`src/rtl/clpe_pkg.sv`:
```
// Shared types, field widths and operation codes for the circular list engine.
package clpe_pkg;

	localparam int DEFAULT_CAPACITY = 32;
	localparam int VALUE_W          = 32;
	localparam int POS_W            = 6;
	localparam int LEN_W            = 6;
	localparam int FUNC_W           = 3;
	localparam int STATUS_W         = 2;
	localparam int MAX_OUT          = 32;
	localparam int IN_TDATA_W       = 40;
	localparam int OUT_TDATA_W      = 48;

	typedef logic signed [VALUE_W-1:0] value_t;
	typedef logic [FUNC_W-1:0]         func_t;
	typedef logic [STATUS_W-1:0]       status_t;

	localparam func_t FUNC_INS_POS = 3'd0;
	localparam func_t FUNC_INS_END = 3'd1;
	localparam func_t FUNC_DEL_POS = 3'd2;
	localparam func_t FUNC_DEL_END = 3'd3;
	localparam func_t FUNC_SEARCH  = 3'd4;
	localparam func_t FUNC_DUMP    = 3'd5;

	localparam status_t STATUS_DONE  = 2'd0;
	localparam status_t STATUS_EMPTY = 2'd1;
	localparam status_t STATUS_FULL  = 2'd2;

endpackage

```
`src/rtl/clpe_ram.sv`:
```
// Generic single-write, single-read RAM with registered read data.
module clpe_ram #(
	parameter int WIDTH = 8,
	parameter int DEPTH = 32
) (
	input  logic                     clk,
	input  logic                     we,
	input  logic [$clog2(DEPTH)-1:0] waddr,
	input  logic [WIDTH-1:0]         wdata,
	input  logic                     re,
	input  logic [$clog2(DEPTH)-1:0] raddr,
	output logic [WIDTH-1:0]         rdata
);

	logic [WIDTH-1:0] mem [DEPTH];

	always_ff @(posedge clk) begin
		if (we) begin
			mem[waddr] <= wdata;
		end
		if (re) begin
			rdata <= mem[raddr];
		end
	end

endmodule

```
`src/rtl/circular_list_position_engine_core.sv`:
```
// Circular singly linked list engine: slot pool in two RAMs, tail pointer and free mask.
// Insert at end, and positional insert at the front or into an empty list, need no walk;
// other positional ops, end delete and search walk one link per cycle through the read
// port of the link RAM before the result is registered.
// Dump streams one element per cycle while the result side is ready. One item is in work at a time.
// Reset (arst_n low) empties the list at once; the slot RAMs are not cleared.
module circular_list_position_engine_core #(
	parameter int CAPACITY = clpe_pkg::DEFAULT_CAPACITY
) (
	input  logic                               clk,
	input  logic                               arst_n,
	input  logic                               s_axis_tvalid,
	output logic                               s_axis_tready,
	input  logic [clpe_pkg::IN_TDATA_W-1:0]    s_axis_tdata,  // value[31:0], position[37:32]
	input  logic [clpe_pkg::FUNC_W-1:0]        s_axis_tuser,  // func[2:0]
	output logic                               m_axis_tvalid,
	input  logic                               m_axis_tready,
	output logic [clpe_pkg::OUT_TDATA_W-1:0]   m_axis_tdata,  // status[1:0], found[2],
	                                                          // element[34:3], length[40:35]
	output logic                               m_axis_tlast
);

	localparam int AW = $clog2(CAPACITY);
	localparam int CW = $clog2(CAPACITY + 1);
	localparam int SW = (CW > clpe_pkg::POS_W) ? CW : clpe_pkg::POS_W;

	localparam logic [2:0] S_IDLE   = 3'd0;
	localparam logic [2:0] S_FIRST  = 3'd1;
	localparam logic [2:0] S_WALK   = 3'd2;
	localparam logic [2:0] S_INS_W1 = 3'd3;
	localparam logic [2:0] S_INS_W2 = 3'd4;
	localparam logic [2:0] S_DEL_W  = 3'd5;
	localparam logic [2:0] S_RESP   = 3'd6;

	logic [2:0]                   state_q;
	clpe_pkg::func_t              func_q;
	clpe_pkg::value_t             value_q;
	logic [clpe_pkg::POS_W-1:0]   pos_q;
	logic [AW-1:0]                tail_q;
	logic [CW-1:0]                count_q;
	logic [CAPACITY-1:0]          free_q;
	logic [AW-1:0]                cur_q;
	logic [AW-1:0]                prev_q;
	logic [AW-1:0]                slot_q;
	logic [SW-1:0]                step_q;
	logic                         totail_q;
	clpe_pkg::status_t            status_q;
	logic                         found_q;

	logic                         out_valid_q;
	clpe_pkg::status_t            out_status_q;
	logic                         out_found_q;
	clpe_pkg::value_t             out_element_q;
	logic                         out_last_q;
	logic [clpe_pkg::LEN_W-1:0]   out_length_q;

	logic                         in_acc;
	clpe_pkg::func_t              in_func;
	clpe_pkg::value_t             in_value;
	logic [clpe_pkg::POS_W-1:0]   in_pos;
	logic                         out_free;
	logic [AW-1:0]                link_rd;
	clpe_pkg::value_t             value_rd;
	logic [AW-1:0]                rd_addr;
	logic                         rd_en;
	logic                         link_we;
	logic [AW-1:0]                link_waddr;
	logic [AW-1:0]                link_wdata;
	logic                         value_we;
	logic [SW:0]                  step_nx;
	logic [SW:0]                  pos_ext;
	logic [SW:0]                  cnt_ext;
	logic [SW:0]                  dump_n;
	logic                         at_tail;
	logic                         match;
	logic                         dump_last;
	logic                         walk_go;
	logic                         first_direct;
	logic [AW-1:0]                alloc;

	function automatic logic [AW-1:0] lowest_free(input logic [CAPACITY-1:0] mask);
		logic [AW-1:0] idx;
		idx = '0;
		for (int i = CAPACITY - 1; i >= 0; i--) begin
			if (mask[i]) begin
				idx = AW'(i);
			end
		end
		return idx;
	endfunction

	assign s_axis_tready = (state_q == S_IDLE);
	assign in_acc        = s_axis_tvalid && s_axis_tready;
	assign in_func       = s_axis_tuser;
	assign in_value      = s_axis_tdata[31:0];
	assign in_pos        = s_axis_tdata[37:32];
	assign out_free      = !out_valid_q || m_axis_tready;

	assign step_nx   = {1'b0, step_q} + 1'b1;
	assign pos_ext   = (SW+1)'(pos_q);
	assign cnt_ext   = (SW+1)'(count_q);
	assign dump_n    = (cnt_ext < (SW+1)'(clpe_pkg::MAX_OUT)) ? cnt_ext
	                   : (SW+1)'(clpe_pkg::MAX_OUT);
	assign at_tail   = (cur_q == tail_q);
	assign match     = (value_rd == value_q);
	assign dump_last = (step_nx == dump_n);
	assign alloc     = lowest_free(free_q);

	// Insert at end, and positional insert at the front or into an empty list, need no walk.
	assign first_direct = (func_q == clpe_pkg::FUNC_INS_END)
	                   || (func_q == clpe_pkg::FUNC_INS_POS && (count_q == '0 || pos_q == '0));

	always_comb begin
		case (func_q)
			clpe_pkg::FUNC_INS_POS: walk_go = !at_tail && (step_nx < pos_ext);
			clpe_pkg::FUNC_DEL_POS: walk_go = !at_tail && ({1'b0, step_q} < pos_ext);
			clpe_pkg::FUNC_DEL_END: walk_go = !at_tail;
			clpe_pkg::FUNC_SEARCH:  walk_go = !match && (step_nx != cnt_ext);
			clpe_pkg::FUNC_DUMP:    walk_go = out_free && !dump_last;
			default:                walk_go = 1'b0;
		endcase
	end

	// Read address is the link just read: one walk step per cycle, on dumps only if out_free.
	always_comb begin
		rd_addr = (state_q == S_IDLE) ? tail_q : link_rd;
		unique case (state_q)
			S_IDLE:  rd_en = 1'b1;
			S_FIRST: rd_en = !first_direct;
			S_WALK:  rd_en = walk_go;
			default: rd_en = 1'b0;
		endcase
	end

	always_comb begin
		link_we    = 1'b0;
		link_waddr = alloc;
		link_wdata = (count_q == '0) ? alloc : link_rd;
		value_we   = 1'b0;
		unique case (state_q)
			S_INS_W1: begin
				link_we  = 1'b1;
				value_we = 1'b1;
			end
			S_INS_W2: begin
				link_we    = 1'b1;
				link_waddr = cur_q;
				link_wdata = slot_q;
			end
			S_DEL_W: begin
				link_we    = 1'b1;
				link_waddr = prev_q;
				link_wdata = link_rd;
			end
			default: begin
				link_we = 1'b0;
			end
		endcase
	end

	clpe_ram #(.WIDTH(AW), .DEPTH(CAPACITY)) u_link_ram (
		.clk   (clk),
		.we    (link_we),
		.waddr (link_waddr),
		.wdata (link_wdata),
		.re    (rd_en),
		.raddr (rd_addr),
		.rdata (link_rd)
	);

	clpe_ram #(.WIDTH(clpe_pkg::VALUE_W), .DEPTH(CAPACITY)) u_value_ram (
		.clk   (clk),
		.we    (value_we),
		.waddr (alloc),
		.wdata (value_q),
		.re    (rd_en),
		.raddr (rd_addr),
		.rdata (value_rd)
	);

	always_ff @(posedge clk or negedge arst_n) begin
		if (!arst_n) begin
			state_q  <= S_IDLE;
			func_q   <= clpe_pkg::FUNC_INS_POS;
			value_q  <= '0;
			pos_q    <= '0;
			tail_q   <= '0;
			count_q  <= '0;
			free_q   <= '1;
			cur_q    <= '0;
			prev_q   <= '0;
			slot_q   <= '0;
			step_q   <= '0;
			totail_q <= 1'b0;
			status_q <= clpe_pkg::STATUS_DONE;
			found_q  <= 1'b0;
		end else begin
			unique case (state_q)
				S_IDLE: begin
					if (in_acc) begin
						func_q   <= in_func;
						value_q  <= in_value;
						pos_q    <= in_pos;
						step_q   <= '0;
						found_q  <= 1'b0;
						status_q <= clpe_pkg::STATUS_DONE;
						state_q  <= S_FIRST;
						case (in_func) inside
							clpe_pkg::FUNC_INS_POS, clpe_pkg::FUNC_INS_END: begin
								if (count_q == CW'(CAPACITY)) begin
									status_q <= clpe_pkg::STATUS_FULL;
									state_q  <= S_RESP;
								end
							end
							clpe_pkg::FUNC_DEL_POS, clpe_pkg::FUNC_DEL_END,
							clpe_pkg::FUNC_DUMP: begin
								if (count_q == '0) begin
									status_q <= clpe_pkg::STATUS_EMPTY;
									state_q  <= S_RESP;
								end
							end
							clpe_pkg::FUNC_SEARCH: begin
								if (count_q == '0) begin
									state_q <= S_RESP;
								end
							end
							default: begin
								state_q <= S_RESP;
							end
						endcase
					end
				end
				S_FIRST: begin
					// Read data holds the head: the successor of the tail.
					if (first_direct) begin
						cur_q    <= tail_q;
						totail_q <= (func_q == clpe_pkg::FUNC_INS_END);
						state_q  <= S_INS_W1;
					end else begin
						cur_q   <= link_rd;
						prev_q  <= tail_q;
						state_q <= S_WALK;
					end
				end
				S_WALK: begin
					if (walk_go) begin
						prev_q <= cur_q;
						cur_q  <= link_rd;
						step_q <= step_q + 1'b1;
					end else begin
						case (func_q) inside
							clpe_pkg::FUNC_INS_POS: begin
								totail_q <= at_tail;
								state_q  <= S_INS_W1;
							end
							clpe_pkg::FUNC_DEL_POS, clpe_pkg::FUNC_DEL_END: begin
								state_q <= S_DEL_W;
							end
							clpe_pkg::FUNC_SEARCH: begin
								found_q <= match;
								state_q <= S_RESP;
							end
							clpe_pkg::FUNC_DUMP: begin
								if (out_free) begin
									state_q <= S_IDLE;
								end
							end
							default: begin
								state_q <= S_RESP;
							end
						endcase
					end
				end
				S_INS_W1: begin
					slot_q <= alloc;
					if (count_q == '0) begin
						tail_q        <= alloc;
						count_q       <= count_q + 1'b1;
						free_q[alloc] <= 1'b0;
						state_q       <= S_RESP;
					end else begin
						state_q <= S_INS_W2;
					end
				end
				S_INS_W2: begin
					if (totail_q) begin
						tail_q <= slot_q;
					end
					count_q        <= count_q + 1'b1;
					free_q[slot_q] <= 1'b0;
					state_q        <= S_RESP;
				end
				S_DEL_W: begin
					if (at_tail) begin
						tail_q <= prev_q;
					end
					count_q       <= count_q - 1'b1;
					free_q[cur_q] <= 1'b1;
					state_q       <= S_RESP;
				end
				S_RESP: begin
					if (out_free) begin
						state_q <= S_IDLE;
					end
				end
				default: begin
					state_q <= S_IDLE;
				end
			endcase
		end
	end

	always_ff @(posedge clk or negedge arst_n) begin
		if (!arst_n) begin
			out_valid_q <= 1'b0;
		end else if ((state_q == S_RESP && out_free)
		          || (state_q == S_WALK && func_q == clpe_pkg::FUNC_DUMP && out_free)) begin
			out_valid_q <= 1'b1;
		end else if (m_axis_tready) begin
			out_valid_q <= 1'b0;
		end
	end

	always_ff @(posedge clk) begin
		if (state_q == S_RESP && out_free) begin
			out_status_q  <= status_q;
			out_found_q   <= found_q;
			out_element_q <= '0;
			out_last_q    <= 1'b1;
			out_length_q  <= clpe_pkg::LEN_W'(count_q);
		end else if (state_q == S_WALK && func_q == clpe_pkg::FUNC_DUMP && out_free) begin
			out_status_q  <= clpe_pkg::STATUS_DONE;
			out_found_q   <= 1'b0;
			out_element_q <= value_rd;
			out_last_q    <= dump_last;
			out_length_q  <= clpe_pkg::LEN_W'(count_q);
		end
	end

	assign m_axis_tvalid = out_valid_q;
	assign m_axis_tlast  = out_last_q;
	assign m_axis_tdata  = {7'd0, out_length_q, out_element_q, out_found_q, out_status_q};

	a_pool_balance: assert property (@(posedge clk) disable iff (!arst_n)
		(int'(count_q) + $countones(free_q)) == CAPACITY)
		else $error("free mask and element count disagree");

	a_walk_in_list: assert property (@(posedge clk) disable iff (!arst_n)
		(state_q == S_WALK) |-> ({1'b0, step_q} < cnt_ext))
		else $error("walk went past the list length");

	a_alloc_has_slot: assert property (@(posedge clk) disable iff (!arst_n)
		(state_q == S_INS_W1) |-> (free_q != '0))
		else $error("insert with no free slot");

	a_busy_after_accept: assert property (@(posedge clk) disable iff (!arst_n)
		in_acc |=> !s_axis_tready)
		else $error("second transfer taken while an item is in work");

	a_resp_needs_item: assert property (@(posedge clk) disable iff (!arst_n)
		(state_q == S_RESP) |-> (count_q <= CW'(CAPACITY)))
		else $error("element count above pool size");

endmodule

```
`config.mk`:
```
export PLATFORM = sky130hd
export DESIGN_NAME = circular_list_position_engine_core
export DESIGN_NICKNAME = d
export VERILOG_FILES = /design/src/rtl/clpe_pkg.sv /design/src/rtl/clpe_ram.sv /design/src/rtl/circular_list_position_engine_core.sv
export SDC_FILE = /design/constraint.sdc
export NUM_CORES = 2
export LEC_CHECK = 0
export BUFFER_PORTS_ARGS = -buffer_cell sky130_fd_sc_hd__buf_2
export CAP_MARGIN = 20
export CELL_PAD_IN_SITES_DETAIL_PLACEMENT = 1
export CELL_PAD_IN_SITES_GLOBAL_PLACEMENT = 2
export CORE_UTILIZATION = 44
export CTS_BUF_LIST = sky130_fd_sc_hd__clkbuf_2 sky130_fd_sc_hd__clkbuf_4 sky130_fd_sc_hd__clkbuf_8
export CTS_CLUSTER_SIZE = 40
export DETAILED_ROUTE_END_ITERATION = 7
export PLACE_DENSITY = 0.88
export SYNTH_ARGS = -nofsm -noshare
export SYNTH_HDL_FRONTEND = slang
export SYNTH_SLANG_ARGS = --single-unit
```
`constraint.sdc`:
```
create_clock -name clk -period 5 [get_ports clk]
set_input_delay 0.25 -clock clk [delete_from_list [all_inputs] [get_ports clk]]
set_output_delay 0.25 -clock clk [all_outputs]
set_load 0.02 [all_outputs]
```
==> flow_summary.html <==
<table>
<tr><th>Metric</th><th>Value</th></tr>
<tr><th colspan="2">STA</th></tr>
<tr><td>Min Tclk post-route</td><td>4.17 ns</td></tr>
<tr><td>Setup repair after global routing missed its margin</td><td>false</td></tr>
<tr><td>Setup TNS</td><td>0 ns</td></tr>
<tr><td>Maximum operating frequency</td><td>240 MHz</td></tr>
<tr><td>Post-route fraction of the period consumed by the critical path</td><td>83.3%</td></tr>
<tr><td>Final Hold Vio Count</td><td>4</td></tr>
<tr><td>Final Max Tran Viols</td><td>0</td></tr>
<tr><td>Worst Max-Slew Pin Slew</td><td>roughly 1.2 ns</td></tr>
<tr><td>Remaining max-slew budget at the tightest pin</td><td>21.6%</td></tr>
<tr><td>Worst slack on hold paths</td><td>-0.0234 ns</td></tr>
<tr><td>Final Skew</td><td>0.0593 ns</td></tr>
<tr><td>Setup Viol. Count Final</td><td>0</td></tr>
<tr><th colspan="2">Place</th></tr>
<tr><td># port buffers</td><td>88</td></tr>
<tr><td>Placed Instance Area</td><td>60000 um2</td></tr>
<tr><td>Half-perimeter wire length after detailed placement</td><td>99500 um</td></tr>
<tr><td>Routability-driven placement congestion ratio</td><td>0.836</td></tr>
<tr><th colspan="2">Global routing</th></tr>
<tr><td>Busiest layer in global routing</td><td>met2</td></tr>
<tr><td>Vias in the first global route</td><td>39700</td></tr>
<tr><td>Met3 track demand over resource in global routing</td><td>4.19%</td></tr>
<tr><td>Pin count of the biggest net entering global routing</td><td>103</td></tr>
<tr><td>Number of antenna violations at the first check in global routing</td><td>6</td></tr>
<tr><td>M2 GR Usage</td><td>a little over two fifths</td></tr>
<tr><td>Overall fraction of global-route tracks in use</td><td>26.2%</td></tr>
<tr><td>GR Layer Usage met1</td><td>around 34%</td></tr>
<tr><td>Congestion Overflow GR</td><td>0</td></tr>
<tr><td>Wire length of the first global-routing pass</td><td>between 200000 and 300000 um</td></tr>
<tr><th colspan="2">Pwr</th></tr>
<tr><td>Cell-internal power</td><td>26200 uW</td></tr>
<tr><td>Worst voltage drop across the vdd grid</td><td>0.498 mV</td></tr>
<tr><td>Power dissipated by switching net loads</td><td>18200 uW</td></tr>
<tr><td>Power density over cell area</td><td>682 nW/um2</td></tr>
<tr><td>Design Power</td><td>44400 uW</td></tr>
<tr><td>Comb power frac</td><td>39.9%</td></tr>
<tr><td>Lkg Pwr</td><td>0.0216 uW</td></tr>
<tr><td>Switching share of total power</td><td>41.1%</td></tr>
<tr><td>Clock power frac</td><td>22.0%</td></tr>
<tr><td>Portion of total power attributed to sequential cells</td><td>38.1%</td></tr>
<tr><th colspan="2">CTS</th></tr>
<tr><td>Clock transition at path regs</td><td>roughly 0.060 ns</td></tr>
<tr><td>Clock tree from TritonCTS</td><td>built</td></tr>
<tr><td>Cells resized by post-CTS repair</td><td>0</td></tr>
<tr><td>Number of buffers added by the clock tree synthesis step</td><td>214</td></tr>
<tr><td>Bufs on Longest Clock Path</td><td>3</td></tr>
<tr><td>Worst skew pair latency</td><td>between 0.9 and 1 ns</td></tr>
<tr><td>TritonCTS sink count</td><td>1376</td></tr>
<tr><td>Number of H-tree levels</td><td>4</td></tr>
<tr><td>Root cell of the clock tree</td><td>sky130_fd_sc_hd__clkbuf_8</td></tr>
<tr><th colspan="2">Logic synthesis</th></tr>
<tr><td>Library cell with the highest instance count after synthesis</td><td>sky130_fd_sc_hd__edfxtp_1</td></tr>
<tr><td>Post-synthesis async set-or-reset flop share</td><td>8.21%</td></tr>
<tr><td>Share of the synthesized area in the top cell type</td><td>65.2%</td></tr>
<tr><td>Primary FF master, synth</td><td>sky130_fd_sc_hd__edfxtp_1</td></tr>
<tr><td>Top post-synthesis cells by count</td><td>sky130_fd_sc_hd__edfxtp_1, sky130_fd_sc_hd__nand2_1, sky130_fd_sc_hd__a211oi_1</td></tr>
<tr><td>Top cells by area, synth</td><td>sky130_fd_sc_hd__edfxtp_1, sky130_fd_sc_hd__a211oi_1, sky130_fd_sc_hd__nand2_1, sky130_fd_sc_hd__dfrtp_1, sky130_fd_sc_hd__and2_1</td></tr>
<tr><td>Count of distinct cell types in the synthesized netlist</td><td>~80</td></tr>
<tr><td>Post-synthesis instance area</td><td>56600 um2</td></tr>
<tr><td>Sequential cell area fraction in the yosys report</td><td>71.5%</td></tr>
<tr><td>Avg Synthesized Cell Area</td><td>13.5 um2</td></tr>
<tr><td>Number of synthesized flops with an enable pin</td><td>1230</td></tr>
<tr><td>Most area-hungry cell type in the Yosys netlist</td><td>sky130_fd_sc_hd__edfxtp_1</td></tr>
<tr><td>Yosys reg bits</td><td>1376</td></tr>
<tr><td>Cells after Synth</td><td>4189</td></tr>
<tr><td>Yosys warning count</td><td>0</td></tr>
<tr><th colspan="2">Floorplan</th></tr>
<tr><td>I/O pins</td><td>98</td></tr>
<tr><td>Chip Width</td><td>361 um</td></tr>
<tr><td>Core Rows</td><td>around 130</td></tr>
<tr><td>Die height</td><td>361 um</td></tr>
<tr><td>Floorplan core area</td><td>128000 um2</td></tr>
<tr><td>Initial Util</td><td>between 40% and 50%</td></tr>
<tr><td>Area enclosed by the die boundary</td><td>130000 um2</td></tr>
<tr><th colspan="2">Run status</th></tr>
<tr><td>Violated checks</td><td>hold timing</td></tr>
<tr><td>Result of the run</td><td>complete, but fails checks</td></tr>
<tr><th colspan="2">Finish</th></tr>
<tr><td>Final cell area excluding filler cells</td><td>65100 um2</td></tr>
<tr><td>Area growth syn-to-layout</td><td>15.0%</td></tr>
<tr><td>Area taken by flip-flops and latches</td><td>40500 um2</td></tr>
<tr><td>Number of nets in the layout</td><td>4465</td></tr>
<tr><td>Share of post-route cells with drive strength above 1</td><td>15.9%</td></tr>
<tr><td>Footprint of the multi-input gates</td><td>around 15000 um2</td></tr>
<tr><td>Number of inserted filler cells in the final layout</td><td>12500</td></tr>
<tr><th colspan="2">Worst hold path</th></tr>
<tr><td>Hold/Removal Path Class</td><td>primary input to asynchronous set/reset pin</td></tr>
<tr><th colspan="2">Drt</th></tr>
<tr><td>Detailed router's first-iteration violation count</td><td>4015</td></tr>
<tr><td>DR vias/cell</td><td>6.08</td></tr>
<tr><td>Final WL</td><td>173000 um</td></tr>
<tr><td>Routed wire per std cell</td><td>27.7 um</td></tr>
<tr><td>Number of nets with antenna violations after routing</td><td>0</td></tr>
<tr><td>DR vias</td><td>38000</td></tr>
<tr><td>Drt pass-1 iters</td><td>5</td></tr>
<tr><td># DRC</td><td>0</td></tr>
<tr><th colspan="2">Critical path</th></tr>
<tr><td>Critical Path End Type</td><td>flip-flop</td></tr>
<tr><td>Data arrival time of the critical path</td><td>4.71 ns</td></tr>
<tr><td>CP max FO</td><td>21</td></tr>
<tr><td>Category of the critical setup timing path</td><td>flip-flop to flip-flop</td></tr>
<tr><td>Startpoint Class</td><td>flip-flop</td></tr>
<tr><td>Required time at the endpoint of the critical path</td><td>approximately 5.6 ns</td></tr>
<tr><th colspan="2">Job</th></tr>
<tr><td>Reported max-cap violation count</td><td>0</td></tr>
</table>
[logic make-up after synthesis]
logic type,share of synthesized area [%]
adders and majority gates,0.367
xor gates and xnor gates,0.800
DFF,71.5
buffers and inverters,2.43
muxes,1.08
other,0.00662
AOI/OAI and AO/OA,12.7
and+or+nand+nor,11.1
[layer usage]
| metal | wire (um) | share of wire (%) | vias up |
|---|---|---|---|
| met3 | 11500 | 6.6 | 345 |
| met5 | 11 | 0.0064 | - |
| li1 | - | - | 16400 |
| met1 | 69500 | 40 | 19700 |
| met4 | 6570 | 3.8 | 2 |
| met2 | 85600 | 49 | 1549 |
[stage by stage]
stage | utilization [%] | hold slack (ns) | setup slack (ns) | std cells
2_1_floorplan | - | -0.0456 | 1.02 | 4195
3_3_place_gp | 46.9 | 0.443 | 0.942 | 5788
3_5_place_dp | 47.0 | 0.449 | 0.940 | 5792
4_1_cts | 50.8 | 0.00248 | 0.866 | 6238
5_1_grt | 51.0 | 0.0441 | 0.741 | 6247
6_report | 51.0 | -0.0234 | 0.835 | 6247
[flip-flops by register name (all words and copies together), names as in the netlist, 32 cells and up]
register / cells
u_value_ram.rdata: 32
value_q: 32
u_link_ram.mem: 160
out_element_q: 32
u_value_ram.mem: 1024
free_q: 32
[power groups by stage]
stage / sequential [uW] / combinational [uW] / clock, uW
6_report: 16900 / 17700 / 9790
3_3_place_gp: 17200 / 16200 / 0
4_1_cts: 17100 / 17200 / 9910
3_5_place_dp: 17400 / 17000 / 0
5_1_grt: 17000 / 19000 / 10300
2_1_floorplan: 16800 / 10500 / 0
[path summary, 6_finish.rpt]
path | startpoint | endpoint | slack, ns | cells after the start
worst max-delay path | free_q[30]$_DFFE_PN1P_ | u_value_ram.mem[7][6]$_DFFE_PP_ | 0.83 | 9
worst min register to register | out_element_q[28]$_SDFFE_PP0P_ | out_element_q[28]$_SDFFE_PP0P_ | 0.45 | 2
min in group clk | s_axis_tdata[25] | value_q[25]$_DFFE_PN0P_ | 0.08 | 3
worst min-delay path | arst_n | tail_q[0]$_DFFE_PN0P_ | -0.02 | 2
max in group asynchronous | arst_n | value_q[11]$_DFFE_PN0P_ | 3.95 | 3
worst max register to register | free_q[30]$_DFFE_PN1P_ | u_value_ram.mem[7][6]$_DFFE_PP_ | 0.83 | 9
[layout make-up]
type / instances / share of cell area [%]
Timing Repair Buffer: 292 / 4.38
Multi-Input combinational cell: 2489 / 23.3
Sequential cell: 1376 / 62.1
Clock buffer: 286 / 5.49
Tap cell: 1662 / 3.19
Inverter: 29 / 0.171
Antenna cell: 1 / 0.00384
Clock inverter: 112 / 1.31
[cell usage in the layout, fill, tap and decap left out, types with 93 or more instances in the layout]
| master | count |
|---|---|
| sky130_fd_sc_hd__nand2_1 | 742 |
| sky130_fd_sc_hd__nor2_1 | 93 |
| sky130_fd_sc_hd__a211oi_1 | 452 |
| sky130_fd_sc_hd__a31oi_1 | 156 |
| sky130_fd_sc_hd__clkbuf_8 | 228 |
| sky130_fd_sc_hd__a311oi_1 | 149 |
| sky130_fd_sc_hd__edfxtp_1 | 1230 |
| sky130_fd_sc_hd__o21ai_0 | 96 |
| sky130_fd_sc_hd__and2_1 | 285 |
| sky130_fd_sc_hd__buf_4 | 101 |
[repair_timing]
action	in CTS	in global routing
buffers inserted	0	0
endpoints found under the hold margin	143	0
hold buffers	48	0
[critical path, stage by stage (launching register included)]
cell,delay (ns)
sky130_fd_sc_hd__dfstp_2,0.56
sky130_fd_sc_hd__nor2_1,0.05
sky130_fd_sc_hd__o31ai_1,0.26
sky130_fd_sc_hd__a211oi_1,0.14
sky130_fd_sc_hd__o311ai_1,0.46
sky130_fd_sc_hd__a41o_1,0.30
sky130_fd_sc_hd__nand2_1,0.21
sky130_fd_sc_hd__or4_1,1.00
sky130_fd_sc_hd__nor2_4,0.27
sky130_fd_sc_hd__buf_4,0.52
(Power assumes the default switching activity.)
